$ cat src/sv/jslm_pkg.sv
// Package for the joint safety limit monitor: widths, codes and reset values.
`timescale 1ns / 1ps

package jslm_pkg;

  localparam int PosW    = 24;
  localparam int VelW    = 24;
  localparam int TempW   = 16;
  localparam int MaxVelW = 23;
  localparam int MarginW = 20;
  localparam int LookW   = 16;
  localparam int CntW    = 5;
  localparam int CfgIdxW = 3;
  localparam int CfgW    = 24;
  localparam int InW     = 64;
  localparam int OutW    = 8;

  localparam int ProdW = VelW + LookW + 1;   // velocity times unsigned lookahead
  localparam int PredW = ProdW + 1;          // position*65536 plus product
  localparam int WinW  = PosW + 1;           // limit plus or minus margin

  localparam logic [CntW-1:0]          HEALTH_INTERVAL = 5'd20;
  localparam logic signed [TempW-1:0]  TEMP_LIMIT      = 16'sd850;

  // Configuration register indexes.
  typedef enum logic [CfgIdxW-1:0] {
    REG_SAFETY_ENABLE    = 3'd0,
    REG_POS_LIMIT_ENABLE = 3'd1,
    REG_VEL_LIMIT_ENABLE = 3'd2,
    REG_POS_LO_LIMIT     = 3'd3,
    REG_POS_HI_LIMIT     = 3'd4,
    REG_SPEED_LIMIT      = 3'd5,
    REG_RECOVERY_MARGIN  = 3'd6,
    REG_LOOKAHEAD        = 3'd7
  } cfg_reg_t;

  // Violation direction codes, two-bit two's complement.
  localparam logic [1:0] DIR_NONE  = 2'b00;
  localparam logic [1:0] DIR_ABOVE = 2'b01;
  localparam logic [1:0] DIR_BELOW = 2'b11;

  localparam logic signed [PosW-1:0] POS_LO_RESET      = -24'sd17991;
  localparam logic signed [PosW-1:0] POS_HI_RESET      = 24'sd17991;
  localparam logic [MaxVelW-1:0]     SPEED_LIMIT_RESET = 23'd17991;
  localparam logic [MarginW-1:0]     MARGIN_RESET      = 20'd286;
  localparam logic [LookW-1:0]       LOOKAHEAD_RESET   = 16'd13107;

endpackage

$ cat src/sv/joint_safety_limit_monitor.sv
// Top level of the joint safety limit monitor: one status report in, one safety word out.
`timescale 1ns / 1ps

// The monitor takes one motor status report per word on the slave stream and
// returns one safety word per report on the master stream, in order. It
// accepts a word in every clock cycle when the output side keeps up. The
// velocity times lookahead product is formed as the report enters the input
// register, and the limit compares, the emergency latch, the health counter
// and the result register are all updated together as the report moves on
// from the input register, so the latch feeds back on itself and never
// holds up the stream. A report can still enter
// while a finished word waits at the output, as long as the input register
// is empty or moving on. Configuration writes are always accepted and are
// meant to be made while no report is in flight; the lookahead register is
// used at input time and the others in the compare stage. Positions are in
// hundredths of a degree, velocities in hundredths of a degree per second,
// temperature in tenths of a degree Celsius and the lookahead in seconds as
// unsigned Q0.16. The predicted position is compared exactly, without any
// rounding. Every twentieth report refreshes the health flag from the
// temperature, which must stay below 85.0 C.
module joint_safety_limit_monitor
  import jslm_pkg::*;
(
  input  logic                clk,
  input  logic                rst,
  // status reports
  input  logic                s_axis_tvalid,
  output logic                s_axis_tready,
  input  logic [InW-1:0]      s_axis_tdata,   // position[23:0], velocity[47:24],
                                              // temperature[63:48]
  // safety words
  output logic                m_axis_tvalid,
  input  logic                m_axis_tready,
  output logic [OutW-1:0]     m_axis_tdata,   // stop_pulse[0], emergency_active[1],
                                              // violation_direction[3:2],
                                              // near_limit_warning[4], recovered[5],
                                              // system_healthy[6], zero[7]
  // configuration writes
  input  logic                cfg_valid,
  output logic                cfg_ready,
  input  logic [CfgIdxW-1:0]  cfg_index,
  input  logic [CfgW-1:0]     cfg_data
);

  // Configuration registers.
  logic                      safety_enable;
  logic                      position_limit_enable;
  logic                      velocity_limit_enable;
  logic signed [PosW-1:0]    pos_lo_limit;
  logic signed [PosW-1:0]    pos_hi_limit;
  logic [MaxVelW-1:0]        speed_limit;
  logic [MarginW-1:0]        recovery_margin;
  logic [LookW-1:0]          lookahead_q16;

  assign cfg_ready = 1'b1;

  always_ff @(posedge clk) begin
    if (rst) begin
      safety_enable         <= 1'b1;
      position_limit_enable <= 1'b0;
      velocity_limit_enable <= 1'b0;
      pos_lo_limit          <= POS_LO_RESET;
      pos_hi_limit          <= POS_HI_RESET;
      speed_limit           <= SPEED_LIMIT_RESET;
      recovery_margin       <= MARGIN_RESET;
      lookahead_q16         <= LOOKAHEAD_RESET;
    end else if (cfg_valid) begin
      case (cfg_reg_t'(cfg_index))
        REG_SAFETY_ENABLE:    safety_enable         <= cfg_data[0];
        REG_POS_LIMIT_ENABLE: position_limit_enable <= cfg_data[0];
        REG_VEL_LIMIT_ENABLE: velocity_limit_enable <= cfg_data[0];
        REG_POS_LO_LIMIT:     pos_lo_limit          <= cfg_data[PosW-1:0];
        REG_POS_HI_LIMIT:     pos_hi_limit          <= cfg_data[PosW-1:0];
        REG_SPEED_LIMIT:      speed_limit           <= cfg_data[MaxVelW-1:0];
        REG_RECOVERY_MARGIN:  recovery_margin       <= cfg_data[MarginW-1:0];
        REG_LOOKAHEAD:        lookahead_q16         <= cfg_data[LookW-1:0];
        default: ;
      endcase
    end
  end

  // Input register. The product is taken here so that the compare stage
  // holds only adds and compares.
  logic                      in_valid;
  logic signed [PosW-1:0]    in_position;
  logic signed [VelW-1:0]    in_velocity;
  logic signed [TempW-1:0]   in_temperature;
  logic signed [ProdW-1:0]   in_product;
  logic signed [ProdW-1:0]   product_next;
  logic                      advance;

  assign product_next = $signed(s_axis_tdata[PosW +: VelW])
                        * $signed({1'b0, lookahead_q16});

  assign advance       = in_valid && (!m_axis_tvalid || m_axis_tready);
  assign s_axis_tready = !in_valid || advance;

  always_ff @(posedge clk) begin
    if (rst) begin
      in_valid <= 1'b0;
    end else if (s_axis_tready) begin
      in_valid <= s_axis_tvalid;
    end
  end

  always_ff @(posedge clk) begin
    if (s_axis_tvalid && s_axis_tready) begin
      in_position    <= s_axis_tdata[0 +: PosW];
      in_velocity    <= s_axis_tdata[PosW +: VelW];
      in_temperature <= s_axis_tdata[PosW+VelW +: TempW];
      in_product     <= product_next;
    end
  end

  // Monitor state.
  logic             emergency_latch;
  logic [1:0]       direction_store;
  logic [CntW-1:0]  health_counter;
  logic             healthy_flag;

  logic             emergency_latch_next;
  logic [1:0]       direction_store_next;
  logic [CntW-1:0]  health_counter_next;
  logic             healthy_flag_next;

  logic signed [PredW-1:0] predicted;
  logic signed [PredW-1:0] min_scaled;
  logic signed [PredW-1:0] max_scaled;
  logic signed [WinW-1:0]  low_in;
  logic signed [WinW-1:0]  high_in;
  logic signed [WinW-1:0]  pos_ext;
  logic [VelW-1:0]         speed;
  logic                    pos_below;
  logic                    pos_above;
  logic                    vel_over;
  logic                    violation;
  logic [1:0]              dir;
  logic                    inside_window;
  logic                    stop_pulse;
  logic                    near_limit_warning;
  logic                    recovered;
  logic [CntW-1:0]         count_inc;

  // Compare stage: predicted position is kept exact at Q16.
  always_comb begin
    predicted  = $signed({{2{in_position[PosW-1]}}, in_position, 16'b0})
                 + PredW'(in_product);
    min_scaled = $signed({{2{pos_lo_limit[PosW-1]}}, pos_lo_limit, 16'b0});
    max_scaled = $signed({{2{pos_hi_limit[PosW-1]}}, pos_hi_limit, 16'b0});
    low_in     = $signed({pos_lo_limit[PosW-1], pos_lo_limit})
                 + $signed({{(WinW-MarginW){1'b0}}, recovery_margin});
    high_in    = $signed({pos_hi_limit[PosW-1], pos_hi_limit})
                 - $signed({{(WinW-MarginW){1'b0}}, recovery_margin});
    pos_ext    = $signed({in_position[PosW-1], in_position});
    speed      = in_velocity[VelW-1] ? (~in_velocity + 1'b1) : in_velocity;

    pos_below  = position_limit_enable && (predicted < min_scaled);
    pos_above  = position_limit_enable && !pos_below && (predicted > max_scaled);
    vel_over   = velocity_limit_enable && (speed > {1'b0, speed_limit});
    violation  = pos_below || pos_above || vel_over;

    // The speed check wins over the position check for the direction.
    if (vel_over) begin
      dir = in_velocity[VelW-1] ? DIR_BELOW : DIR_ABOVE;
    end else if (pos_below) begin
      dir = DIR_BELOW;
    end else if (pos_above) begin
      dir = DIR_ABOVE;
    end else begin
      dir = DIR_NONE;
    end

    inside_window = (pos_ext > low_in) && (pos_ext < high_in);
  end

  // Next state and result fields.
  always_comb begin
    count_inc            = health_counter + 1'b1;
    health_counter_next  = count_inc;
    healthy_flag_next    = healthy_flag;
    emergency_latch_next = emergency_latch;
    direction_store_next = direction_store;
    stop_pulse           = 1'b0;
    near_limit_warning   = 1'b0;
    recovered            = 1'b0;

    // The temperature refresh comes before the emergency logic, so a new
    // stop on the same report still clears the flag.
    if (count_inc >= HEALTH_INTERVAL) begin
      health_counter_next = '0;
      healthy_flag_next   = (in_temperature < TEMP_LIMIT);
    end

    if (safety_enable) begin
      near_limit_warning = !emergency_latch && position_limit_enable
                           && ((pos_ext <= low_in) || (pos_ext >= high_in));
      if (violation) begin
        if (!emergency_latch) begin
          stop_pulse        = 1'b1;
          healthy_flag_next = 1'b0;
        end
        emergency_latch_next = 1'b1;
        direction_store_next = dir;
      end else if (emergency_latch && inside_window) begin
        emergency_latch_next = 1'b0;
        direction_store_next = DIR_NONE;
        recovered            = 1'b1;
      end
    end
  end

  always_ff @(posedge clk) begin
    if (rst) begin
      emergency_latch <= 1'b0;
      direction_store <= DIR_NONE;
      health_counter  <= '0;
      healthy_flag    <= 1'b1;
    end else if (advance) begin
      emergency_latch <= emergency_latch_next;
      direction_store <= direction_store_next;
      health_counter  <= health_counter_next;
      healthy_flag    <= healthy_flag_next;
    end
  end

  // Result register.
  always_ff @(posedge clk) begin
    if (rst) begin
      m_axis_tvalid <= 1'b0;
    end else if (advance) begin
      m_axis_tvalid <= 1'b1;
    end else if (m_axis_tready) begin
      m_axis_tvalid <= 1'b0;
    end
  end

  always_ff @(posedge clk) begin
    if (advance) begin
      m_axis_tdata <= {1'b0, healthy_flag_next, recovered, near_limit_warning,
                       direction_store_next, emergency_latch_next, stop_pulse};
    end
  end

endmodule
$ cat config.mk
export PLATFORM = sky130hd
export DESIGN_NAME = joint_safety_limit_monitor
export DESIGN_NICKNAME = d
export VERILOG_FILES = /design/src/sv/jslm_pkg.sv /design/src/sv/joint_safety_limit_monitor.sv
export SDC_FILE = /design/constraint.sdc
export NUM_CORES = 2
export LEC_CHECK = 0
export BUFFER_PORTS_ARGS = -buffer_cell sky130_fd_sc_hd__buf_4
export CAP_MARGIN = 40
export CELL_PAD_IN_SITES_DETAIL_PLACEMENT = 1
export CELL_PAD_IN_SITES_GLOBAL_PLACEMENT = 1
export CORE_MARGIN = 2
export CORE_UTILIZATION = 50
export CTS_CLUSTER_DIAMETER = 60
export DETAILED_ROUTE_END_ITERATION = 8
export PLACE_DENSITY_LB_ADDON = 0.05
export SLEW_MARGIN = 0
export SYNTH_ARGS = -nofsm -noshare
export SYNTH_HDL_FRONTEND = slang
export SYNTH_SLANG_ARGS = --single-unit
$ cat constraint.sdc
create_clock -name clk -period 9.38 [get_ports clk]
set_input_delay 2.814 -clock clk [delete_from_list [all_inputs] [get_ports clk]]
set_output_delay 2.814 -clock clk [all_outputs]
set_load 0.02 [all_outputs]
* After elaboration in Yosys (flattened, before gate mapping)
Cells that the tools add are included.
** Word-level totals
- Latch bits :: 0
- Register bits :: 233
- Word-level logic and storage cells :: 97
- Bits in writable memories :: 0
- Input port bits :: 96
- Bits in read-only memories :: 0
- Memories kept :: 0
** Cells by class
- Bitwise logic cells :: 2
- Mux-type cells :: 20
- Reduce and logical (&&, ||, !) cells :: 31
- $add $sub $neg :: 5
- Magnitude comparators :: 9
- Divide/modulo/power cells :: 0
- $mul :: 1
- Equal/unequal tests :: 7
- Shift-type cells :: 0
** Operators with widths (count)
- adder 40 x 41 -> 42 bit :: 1
- greater-than comparator 42 x 40 -> 1 bit :: 1
- less-than comparator 42 x 40 -> 1 bit :: 1
- multiplier 24 x 17 -> 41 bit :: 1
- adder 24 x 21 -> 25 bit :: 1
- >= comparator 24 x 25 -> 1 bit :: 1
- greater-than comparator 24 x 25 -> 1 bit :: 1
- <= comparator 24 x 25 -> 1 bit :: 1
- less-than comparator 24 x 25 -> 1 bit :: 1
- subtractor 24 x 21 -> 25 bit :: 1
- adder 24 x 1 -> 24 bit (second input constant) :: 1
- greater-than comparator 24 x 23 -> 1 bit :: 1
- 2-to-1 mux 24 bit :: 1
- NOT 24 bit :: 1
- AND reduction 2 bit :: 9
- less-than comparator 16 x 11 -> 1 bit (second input constant) :: 1
- equality test 3 bit (second input constant) :: 4
- 2-to-1 mux 1 bit :: 12
- 2-to-1 mux 2 bit :: 6
- logical AND 1 bit :: 10
- equality test 3 x 2 -> 1 bit (second input constant) :: 2
- adder 5 x 1 -> 5 bit (second input constant) :: 1
- >= comparator 5 bit (second input constant) :: 1
- logical OR 1 bit :: 5
- 7 further kinds :: 10

* Logic depth before layout (Yosys ltp)
- Depth after elaboration :: 11
- Depth in mapped cells :: 25
- Gate-level depth less buffers :: 23

* Worst setup path after synthesis
OpenSTA, ideal clock, no wires.
- Kind :: input to register
- Start :: input port s_axis_tdata[31]
- End :: register in_product[38], data pin
- Data arrival time :: 8.617 ns
- Data required time :: 9.119 ns
- Library setup time :: 0.261 ns
- Setup slack :: 0.502 ns
- Stages :: 23
- Path through :: clkbuf_1 -> nand2_1 -> fa_1 -> inv_1 -> fa_1 -> inv_1 -> fa_1 -> inv_1 -> fa_1 -> fa_1 -> inv_1 -> fa_1 -> inv_1 -> ha_1 -> a21oi_1 -> o21ai_0 -> a21oi_1 -> nand2_1 -> o21ai_0 -> o21ai_0 -> a2111oi_0 -> nor2_1 -> o311a_1
** On the way
- Word-level cells in the longest chain between the ends :: 1
** RTL lines
- start: declaration :: line joint_safety_limit_monitor.sv:29 : input logic [InW-1:0] s_axis_tdata,
- multiplier 24 x 17 -> 41 bit :: line joint_safety_limit_monitor.sv:93 : * $signed({1'b0, lookahead_q16});
- named net product_next[38] :: line joint_safety_limit_monitor.sv:89 : logic signed [ProdW-1:0] product_next;
- end signal: assignment :: line joint_safety_limit_monitor.sv:111 : in_product <= product_next;
- end: declaration :: line joint_safety_limit_monitor.sv:88 : logic signed [ProdW-1:0] in_product;
The timed path passes the listed nets, and every way through them passes these cells.
A chain may end at the register's enable or synchronous reset.

* Final worst setup path
- Start :: input port s_axis_tdata[31]
- End :: register in_product[39], data pin
Same word-level chain as after synthesis.

==> impl_metrics.csv <==
group,metric,value,unit
critical_path,cp_slowest_cell,"fa_1",
route,wl_per_cell,20.9,um
placement,dp_cells,3990,
cts,cts_made_buffers,25,
route,drt_iter0_markers,1194,
sta,timing_hold_violations_final,0,
cts,clock_path_buffers,3,
critical_path,critPathTopFamily,"adder cells",
synthesis,yosys_register_bits,232,
hold_path,hp-class,"register to register",
grt,antenna_found_initial,1,
critical_path,start_kind,"input port",
floorplanning,coreArea,0.0563,mm2
run,drv_cap,0,
critical_path,crit_buf_inv,6,
sta,max_freq,114,MHz
power,peakVddDrop,0.308,mV
sta,min_period,8.76,ns
cts,ctsResizeCount,0,
placement,placed_area,0.0302,mm2
critical_path,path_cells,"buf_4 > buf_4 > and2_1 > fa_1 > inv_1 > fa_1 > fa_1 > fa_1 > inv_1 > fa_1 > inv_1 > fa_1 > inv_1 > ha_1 > a21oi_1 > o21ai_0 > a21oi_1 > nand2_1 > a41o_1 > a21oi_1 > o221ai_1 > o41ai_1 > xnor2_1",
cts,cts.clk_slew.worst_paths,0.06,ns
sta,slew_violations,0,
sta,slew_headroom,38.2,%
placement,place_hpwl,69300,um
route,vias,22435,
synthesis,syn_inst,3183,
floorplanning,dieArea,0.0588,mm2
finish,layout-drive-gt1-share,6.83,%
synthesis,synth_fp_nets,3952,
grt,grt_util_all_layers,29.1,%
critical_path,arrival,9.04,ns
critical_path,path_common_cell,"fa_1",
finish,fillers,6561,
critical_path,critPathKind,"input port to register",
floorplanning,num_rows,87,
synthesis,postSynthAreaPerCell,8.94,um2
cts,cts_tree,"yes",
cts,htreeDepth,1,
placement,io_buffers,103,
synthesis,ys_types,75,
sta,period_share,93.4,%
finish,multi_input_area,0.0200,mm2
synthesis,yosys_warnings,0,
synthesis,syn-cell-area,0.0285,mm2
power,p_per_area,383,mW/mm2
power,p_leak,15.0,nW
finish,nets,4030,
sta,setup_tns,0,ns
synthesis,ys.flop_type,"dfxtp_1",
synthesis,async_flop_share,0,%
route,dr.pass1.iters,5,
synthesis,yosys.area.top_type,"fa_1",
finish,syn2layout_area_growth,9.19,%
cts,root_buffer,"clkbuf_16",
floorplanning,initial_core_util,50.6,%
route,route.detailed.drc,0,
critical_path,slowest_delay,0.56,ns
finish,utilization,55.2,%
synthesis,yosys.area.top_type_share,26.7,%
cts,clock_latency,0.55,ns
sta,setup_viol,0,
finish,finalInstanceArea,0.0311,mm2
grt,grt_pass1_wl,136000,um
critical_path,cp_max_fo,11,
status,outcome,"finished, final reports clean",
sta,worstMarginPinSlew,0.915,ns
synthesis,synth_edf_count,111,
finish,diodes,0,
placement,gp_congestion,0.878,
finish,ff_latch_area,0.00576,mm2
floorplanning,die_w,243,um
grt,overflow,0,
cts,ctsHoldBuffers,0,
floorplanning,ioPinCount,107,
grt,grt_pass1_vias,25051,
route,ant_nets,0,
cts,post_cts.repair.setup_buffers,0,
finish,instances_no_fill,4035,
sta,rsz0062_at_grt,"false",
floorplanning,fp.dieH,243,um
critical_path,cp.required,9.66,ns
grt,grt_max_degree,76,
route,via_per_inst,5.56,
sta,timing.hold.ws,0.465,ns
cts,cts_sinks,232,
critical_path,cp-end-kind,"register",
synthesis,yosysSeqAreaShare,20.2,%
synthesis,netlist_top_cells_area,"fa_1 27%, ha_1 13%, edfxtp_1 12%",
sta,finClkSkew,0.0144,ns
route,routed_wl,84400,um
-- power by group --
group          internal [mW]  switching [mW]  total (mW)
logic                   3.85            5.41        9.26
registers               1.57          0.0699        1.64
clock network          0.569           0.435        1.00
total                   5.99            5.91        11.9
-- cell usage after synthesis, types with 12 or more instances --
master	number
inv_1	605
a21o_1	79
fa_1	380
dfxtp_1	121
or3_1	14
nand4_1	28
o211ai_1	43
a211oi_1	14
xnor2_1	91
o31ai_1	12
nor3_1	29
xor2_1	35
nand2_1	486
o41ai_1	15
ha_1	293
o21a_1	15
o21ai_0	67
and2_1	153
nand3_1	49
a21oi_1	179
nand2b_1	28
nor2b_1	15
nor2_1	91
edfxtp_1	111
clkbuf_1	103
-- worst reg2reg max path, cell delays in order, from the launching register on --
cell      delay [ns]
dfxtp_1         0.76
buf_4           0.39
nand2_1         0.12
fa_1            0.54
inv_1           0.08
fa_1            0.81
fa_1            0.49
fa_1            0.48
fa_1            0.54
inv_1           0.05
fa_1            0.55
inv_1           0.06
ha_1            0.39
a21o_1          0.15
a21o_1          0.11
a21oi_1         0.09
o21bai_1        0.15
a21oi_1         0.08
o21ai_0         0.44
nor3_1          0.11
a211oi_1        0.28
o311a_1         0.27
-- area by class of cell --
class                      count  area share (%)
multi-input combinational   2236            64.4
sequential                   232            18.5
inverter                     607            7.33
timing repair buffer         159            3.99
tap                          756            3.04
clock buffer                  30            2.27
clock inverter                15           0.403
-- final timing paths --
path | start | endpoint | slack, ns | cells past startpoint
worst max register to register | lookahead_q16[7] | in_product[38] | 2.30 | 21
worst max-delay path | s_axis_tdata[31] | in_product[39] | 0.62 | 23
worst min register to register | speed_limit[20] | speed_limit[20] | 0.46 | 2
worst min-delay path | speed_limit[20] | speed_limit[20] | 0.46 | 2
-- layer usage --
metal	part of all wire [%]	up-vias	global-route usage, %
met1	44	11468	37.8
li1	-	10361	-
met2	49	492	51.7
met3	4.0	114	2.48
met4	2.8	0	8.51
met5	0	-	0
-- through the flow --
| step | total power [mW] | setup slack [ns] |
|---|---|---|
| 3_5_place_dp | 10.8 | 0.0822 |
| 4_1_cts | 11.9 | 0.650 |
| 2_1_floorplan | 8.13 | 0.502 |
| 3_3_place_gp | 10.4 | 0.104 |
| 6_report | 11.9 | 0.620 |
| 5_1_grt | 13.0 | 0.275 |
-- flip-flops by register name (all words and copies together), names as in the netlist, 5 cells and up --
| name | cells |
|---|---|
| health_counter | 5 |
| in_position | 24 |
| in_product | 41 |
| in_temperature | 15 |
| in_velocity | 24 |
| lookahead_q16 | 16 |
| m_axis_tdata | 7 |
| pos_hi_limit | 24 |
| pos_lo_limit | 24 |
| recovery_margin | 20 |
| speed_limit | 23 |
-- cell families (layout without fill, tap and decap cells) --
family / Yosys count / after routing / share of synthesized area [%]
simple gates: 937 / 937 / 15.4
buf+inv: 715 / 811 / 9.46
fa+ha+maj: 673 / 673 / 39.6
compound gates: 494 / 494 / 11.2
flops: 232 / 232 / 20.2
xor+xnor: 126 / 126 / 3.88
mux: 4 / 4 / 0.145
other cells: 2 / 2 / 0.0264
-- cell usage in the layout, fill, tap and decap left out, types with 5 or more instances in the layout --
cell | netlist | final
a31oi_1 | 5 | 5
a21o_1 | 79 | 79
o31ai_1 | 12 | 12
fa_1 | 380 | 380
and3_1 | 9 | 9
a211oi_1 | 14 | 14
o211ai_1 | 43 | 43
a21oi_1 | 179 | 179
or3_1 | 14 | 14
nor4_1 | 9 | 9
or2_2 | 6 | 6
o21bai_1 | 10 | 10
buf_4 | 2 | 149
nor2_1 | 91 | 89
nand4_1 | 28 | 28
nand2b_1 | 28 | 28
clkbuf_16 | 0 | 26
and2_1 | 153 | 152
nand2_1 | 486 | 486
o41ai_1 | 15 | 15
nand3_1 | 49 | 49
o21ai_0 | 67 | 67
xnor2_1 | 91 | 91
nor3_1 | 29 | 28
o21a_1 | 15 | 15
ha_1 | 293 | 293
inv_1 | 605 | 605
a2111oi_0 | 9 | 8
dfxtp_1 | 121 | 121
edfxtp_1 | 111 | 111
xor2_1 | 35 | 35
nor2b_1 | 15 | 15
No activity file was read; power rests on OpenSTA's default activity.
